## src/rtl/sdc_set_ram.sv

```systemverilog
// Single-port-write, registered-read RAM holding one neighbor set.
`timescale 1ns / 1ps

module sdc_set_ram #(
    parameter int unsigned DEPTH  = 256,
    parameter int unsigned WIDTH  = 16,
    parameter int unsigned ADDR_W = 8
) (
    input  logic              clk,
    input  logic              we,
    input  logic [ADDR_W-1:0] waddr,
    input  logic [WIDTH-1:0]  wdata,
    input  logic [ADDR_W-1:0] raddr,
    output logic [WIDTH-1:0]  rdata
);

    logic [WIDTH-1:0] mem [DEPTH];
    logic [WIDTH-1:0] rdata_reg;

    always_ff @(posedge clk)
    begin
        if (we)
        begin
            mem[waddr] <= wdata;
        end
        rdata_reg <= mem[raddr];
    end

    assign rdata = rdata_reg;

endmodule
```

## config.mk

```make
export PLATFORM = sky130hd
export DESIGN_NAME = sdc_set_ram
export DESIGN_NICKNAME = d
export VERILOG_FILES = /design/src/rtl/sdc_set_ram.sv
export SDC_FILE = /design/constraint.sdc
export NUM_CORES = 2
export LEC_CHECK = 0
export BUFFER_PORTS_ARGS = -buffer_cell sky130_fd_sc_hd__buf_2
export CELL_PAD_IN_SITES_DETAIL_PLACEMENT = 1
export CELL_PAD_IN_SITES_GLOBAL_PLACEMENT = 1
export CORE_MARGIN = 5
export CORE_UTILIZATION = 61
export DETAILED_ROUTE_END_ITERATION = 7
export PLACE_DENSITY = 0.82
export SKIP_CTS_REPAIR_TIMING = 1
export SLEW_MARGIN = 30
export SYNTH_ARGS = -nofsm -noshare
export SYNTH_HDL_FRONTEND = slang
export SYNTH_SLANG_ARGS = --single-unit
```

## constraint.sdc

```tcl
create_clock -name clk -period 5.9 [get_ports clk]
set_input_delay 0.295 -clock clk [delete_from_list [all_inputs] [get_ports clk]]
set_output_delay 0.295 -clock clk [all_outputs]
set_load 0.01 [all_outputs]
```

==> After elaboration in Yosys (flattened, before gate mapping) <==
Memory sizes are Yosys's and may differ from the RTL's. A register that Yosys moved wholly into a read port is not among the register bits.
Index checks and enable logic that the tools add are counted.
{ "op_classes": {"n_addsub": 0, "n_div": 0, "reduce_logical": 0, "n_shift": 0, "n_bitwise": 0, "magnitude_cmp": 0, "mux": 2, "n_eq_ne": 0, "mul": 0} }
{ "op_table": {"columns": ["op", "n"], "rows": [
  ["$mux 1", 2]
]} }
{ "word_totals": {"n_memories": 1, "reg_bits": 0, "ram_bits": 4096, "mem_bits_ro": 0, "output_inout_bits": 16, "latchBits": 0, "elab_cells": 3, "inputBits": 34} }
{ "memory_table": {"columns": ["memory", "words", "word_bits", "read_ports", "rd_clocked_by_memory_dff", "wr", "line_no", "text"], "rows": [
  ["mem", 256, 16, 1, 1, 1, "17", "logic [WIDTH-1:0] mem [DEPTH];"]
]} }

==> Depth between registers and ports, before layout <==
{ "depth": {"word_depth": 2, "mapped_depth": 12, "ltp_nobuf": 6} }

==> Worst setup path before layout <==
Ideal clock, no wire load.
{ "synth_path": {"path_type": "input to register", "start": "in waddr[3]", "end": "mem mem[235][0] (enable)", "arrival_time_ps": 2072, "slack_ps": 3440, "path_buffers": 3, "stages": 6, "setup_time_ps": 388, "required_time_ps": 5512, "path_cell_list": "clkbuf_1 > nor2b_1 > clkbuf_1 > nand4_1 > clkbuf_1 > nor2_1"} }
{ "synth_rtl": {"columns": ["element", "line_no", "text"], "rows": [
  ["from (decl)", "11", "input logic [ADDR_W-1:0] waddr,"],
  ["to (decl)", "17", null]
]} }
Straight into the memory's write port.

==> flow_metrics.tcl <==
set metrics [dict create \
    remaining_drc_errors 0 \
    vias_per_cell 7.78 \
    yosysSeqAreaShare_pct 77.7 \
    rows 187 \
    final-max-slew-violation-count 0 \
    synth.distinct_cells 52 \
    syn_nets 7394 \
    fin_nets 7810 \
    first_iter_violations 18300 \
    worstReg2RegEnd "rdata[5]" \
    routedWlPerCell_um 46.9 \
    hold_path.startpoint "wdata[15]" \
    clk_path_buf_depth 4 \
    place_area_mm2 0.164 \
    crit_fanout 59 \
    dp_hpwl_um 271000 \
    postSynth.asyncResetShare_pct 0 \
    power_leakage_uw 0.0564 \
    wl_um 542000 \
    core_mm2 0.259 \
    cap_violations 0 \
    p_int_uw 47300 \
    grt_max_degree 175 \
    rsz0062_at_grt "no" \
    r2r_slack_ns 1.90 \
    min_to "mem[79][15]" \
    drtPass1Iterations 6 \
    ys_ff_latch 4112 \
    pwr-share-clk_pct 42.5 \
    hold_path_depth 1 \
    violations "hold timing" \
    io_buffers 49 \
    start_util_pct 61.2 \
    cts.sinks 4112 \
    worst-r2r-cell-count 6 \
    worstSetupPathType "in -> reg" \
    worst_slew_pin_slew_ns 1.28 \
    synth_edf_count 4096 \
    max_freq_mhz 214 \
    fin_setup_tns_ns 0 \
    timing.final.crit_share_pct 79.3 \
    cts_max_level 5 \
    ys_top_cells_by_area "edfxtp_1 (77%), mux4_2 (11%), mux2i_1 (3.6%)" \
    synth_top_area_cell "edfxtp_1" \
    whs_ns -0.00600 \
    status "complete, but fails checks" \
    vias 89900 \
    dpl.cell_count 10800 \
    final-hold-violation-count 2 \
    syn_area_mm2 0.159 \
    finalCriticalPeriod_ns 4.68 \
    path_clk_slew_ns 0.08 \
    root_buffer "clkbuf_16" \
    grt_util_all_layers_pct 37.5 \
    finalNonFillerCells 11600 \
    antenna_found_initial 48 \
    nFillCells 19800 \
    ys_warn_count 0 \
    finalClockSkew_ns 0.0892 \
    cp.arrival_ns 5.42 \
    end_kind "flop" \
    hold_path.class "in -> reg" \
    p_sw_share_pct 23.6 \
    largest_register_ffs 4096 \
    die_area_mm2 0.270 \
    grt_pass1_vias 88700 \
    seq_power_share_pct 52.2 \
    die_w_um 520 \
    die_h_um 520 \
    antenna_left 0 \
    area_growth_pct 11.9 \
    synth_top_area_share_pct 77.5 \
    start_kind "input pin" \
    p_sw_uw 14600 \
    cts_tree "done" \
    place_congestion 0.860 \
    overflow 0 \
    power_uw 61900 \
    drive_gt1_share_pct 24.6 \
    ir_drop_mv 0.400 \
    ios 50 \
    setup_viol 0 \
    p_comb_share_pct 5.3 \
    numCtsBuffers 402 \
    power_density_mw_per_mm2 348 \
    yosys_most_used_dff "edfxtp_1" \
    synth_cells 7360 \
    grt_pass1_wl_um 713000 \
    design_area_mm2 0.178 \
    syn_area_per_cell_um2 21.6 \
    clock_latency_ns 0.96 \
    worstSetupStartpoint "raddr[1]" \
    reg2reg_from "mem[225][5]" \
    slew_headroom_pct 14.8 \
    critPathRequiredTime_ns 6.64 \
]
kinds of logic (layout without fill, tap and decap cells):
group,after synthesis,count (layout),share of synthesized area [%]
AOI/OAI and AO/OA,786,786,3.54
buffers and inverters,456,1204,1.69
DFF,4112,4112,77.7
muxes,1450,1450,15.5
other,0,42,0
and+or+nand+nor,556,556,1.57
synth_stat cells, drive strengths merged, types with 3 or more instances:
| library cell | number |
|---|---|
| edfxtp | 4096 |
| mux4 | 797 |
| mux2i | 565 |
| nor2 | 304 |
| o221ai | 253 |
| clkbuf | 230 |
| buf | 222 |
| a21oi | 175 |
| o22ai | 148 |
| nor3 | 92 |
| mux2 | 88 |
| a22oi | 43 |
| nand2 | 38 |
| o21ai | 38 |
| nand3 | 35 |
| a22o | 32 |
| a221oi | 28 |
| nand4 | 26 |
| o32ai | 21 |
| a211oi | 18 |
| nor4 | 18 |
| dfxtp | 16 |
| o31ai | 16 |
| and3 | 11 |
| nor2b | 9 |
| a2111oi | 6 |
| a31oi | 6 |
| or2 | 5 |
| inv | 4 |
| nand2b | 3 |
| nand4b | 3 |
cells in the final DEF (no fill, tap or decap), drive strengths merged, types with 21 or more instances in the layout:
master    synthesis  routed
nor3             92      92
a221oi           28      28
clkinv            0     178
o21ai            38      38
o221ai          253     253
a22oi            43      43
clkbuf          230     496
mux2             88      88
nand4            26      26
nor2            304     304
nand3            35      35
buf             222     448
nand2            38      38
diode             0      42
a22o             32      32
o32ai            21      21
o22ai           148     148
mux4            797     797
bufinv            0      29
clkinvlp          0      24
edfxtp         4096    4096
mux2i           565     565
a21oi           175     175
metrics by stage:
| stage | utilization (%) | setup slack [ns] |
|---|---|---|
| floorplan | - | 3.44 |
| global placement | 63.4 | 1.17 |
| detailed placement | 63.4 | 1.21 |
| CTS | 68.3 | 2.03 |
| global route | 68.5 | 1.35 |
| finish | 68.5 | 1.22 |
area by class of cell:
type / count / area [um^2] / share of cell area [%]
Antenna cell: 42 / 105 / 0.0592
Clock buffer: 495 / 10600 / 5.96
Clock inverter: 241 / 2120 / 1.19
Inverter: 4 / 27.5 / 0.0155
Multi-Input combinational cell: 2792 / 33100 / 18.6
Sequential cell: 4112 / 123000 / 69.4
Tap cell: 3402 / 4260 / 2.40
Timing Repair Buffer: 464 / 4160 / 2.34
critical path, cell delays in order:
cell and delay, ns:
buf_8 0.57, nand2b_4 0.65, buf_12 0.48, o22ai_1 0.44
nor3_1 0.10, o21ai_0 0.98, nand3_1 0.89, nor4_1 0.93
power groups by stage:
stage | Sequential [uW] | Combinational, uW | Clock (uW)
final | 32300 | 3270 | 26300
after global routing | 32300 | 3270 | 27700
after CTS | 32300 | 3060 | 25800
after detailed placement | 32900 | 2960 | 0
after global placement | 32900 | 2810 | 0
after floorplan | 32900 | 1590 | 0
routing by layer:
metal,routed length [um],GRT usage (%),vias up
met5,351,0,-
met4,39800,19.5,38
met3,81300,10.9,2251
met2,253000,58.1,9912
met1,167000,49.1,45600
li1,-,-,32100
worst max path at each step:
stage / endpoint / slack [ns] / cells after the start
2_1_floorplan: mem[235][0] / 3.44 / 6
3_3_place_gp: rdata[4] / 1.17 / 9
3_5_place_dp: rdata[5] / 1.21 / 8
4_1_cts: rdata[5] / 2.03 / 8
5_1_grt: rdata[9] / 1.35 / 9
6_report: rdata[5] / 1.22 / 8
Power figures use the tool's default switching activity.
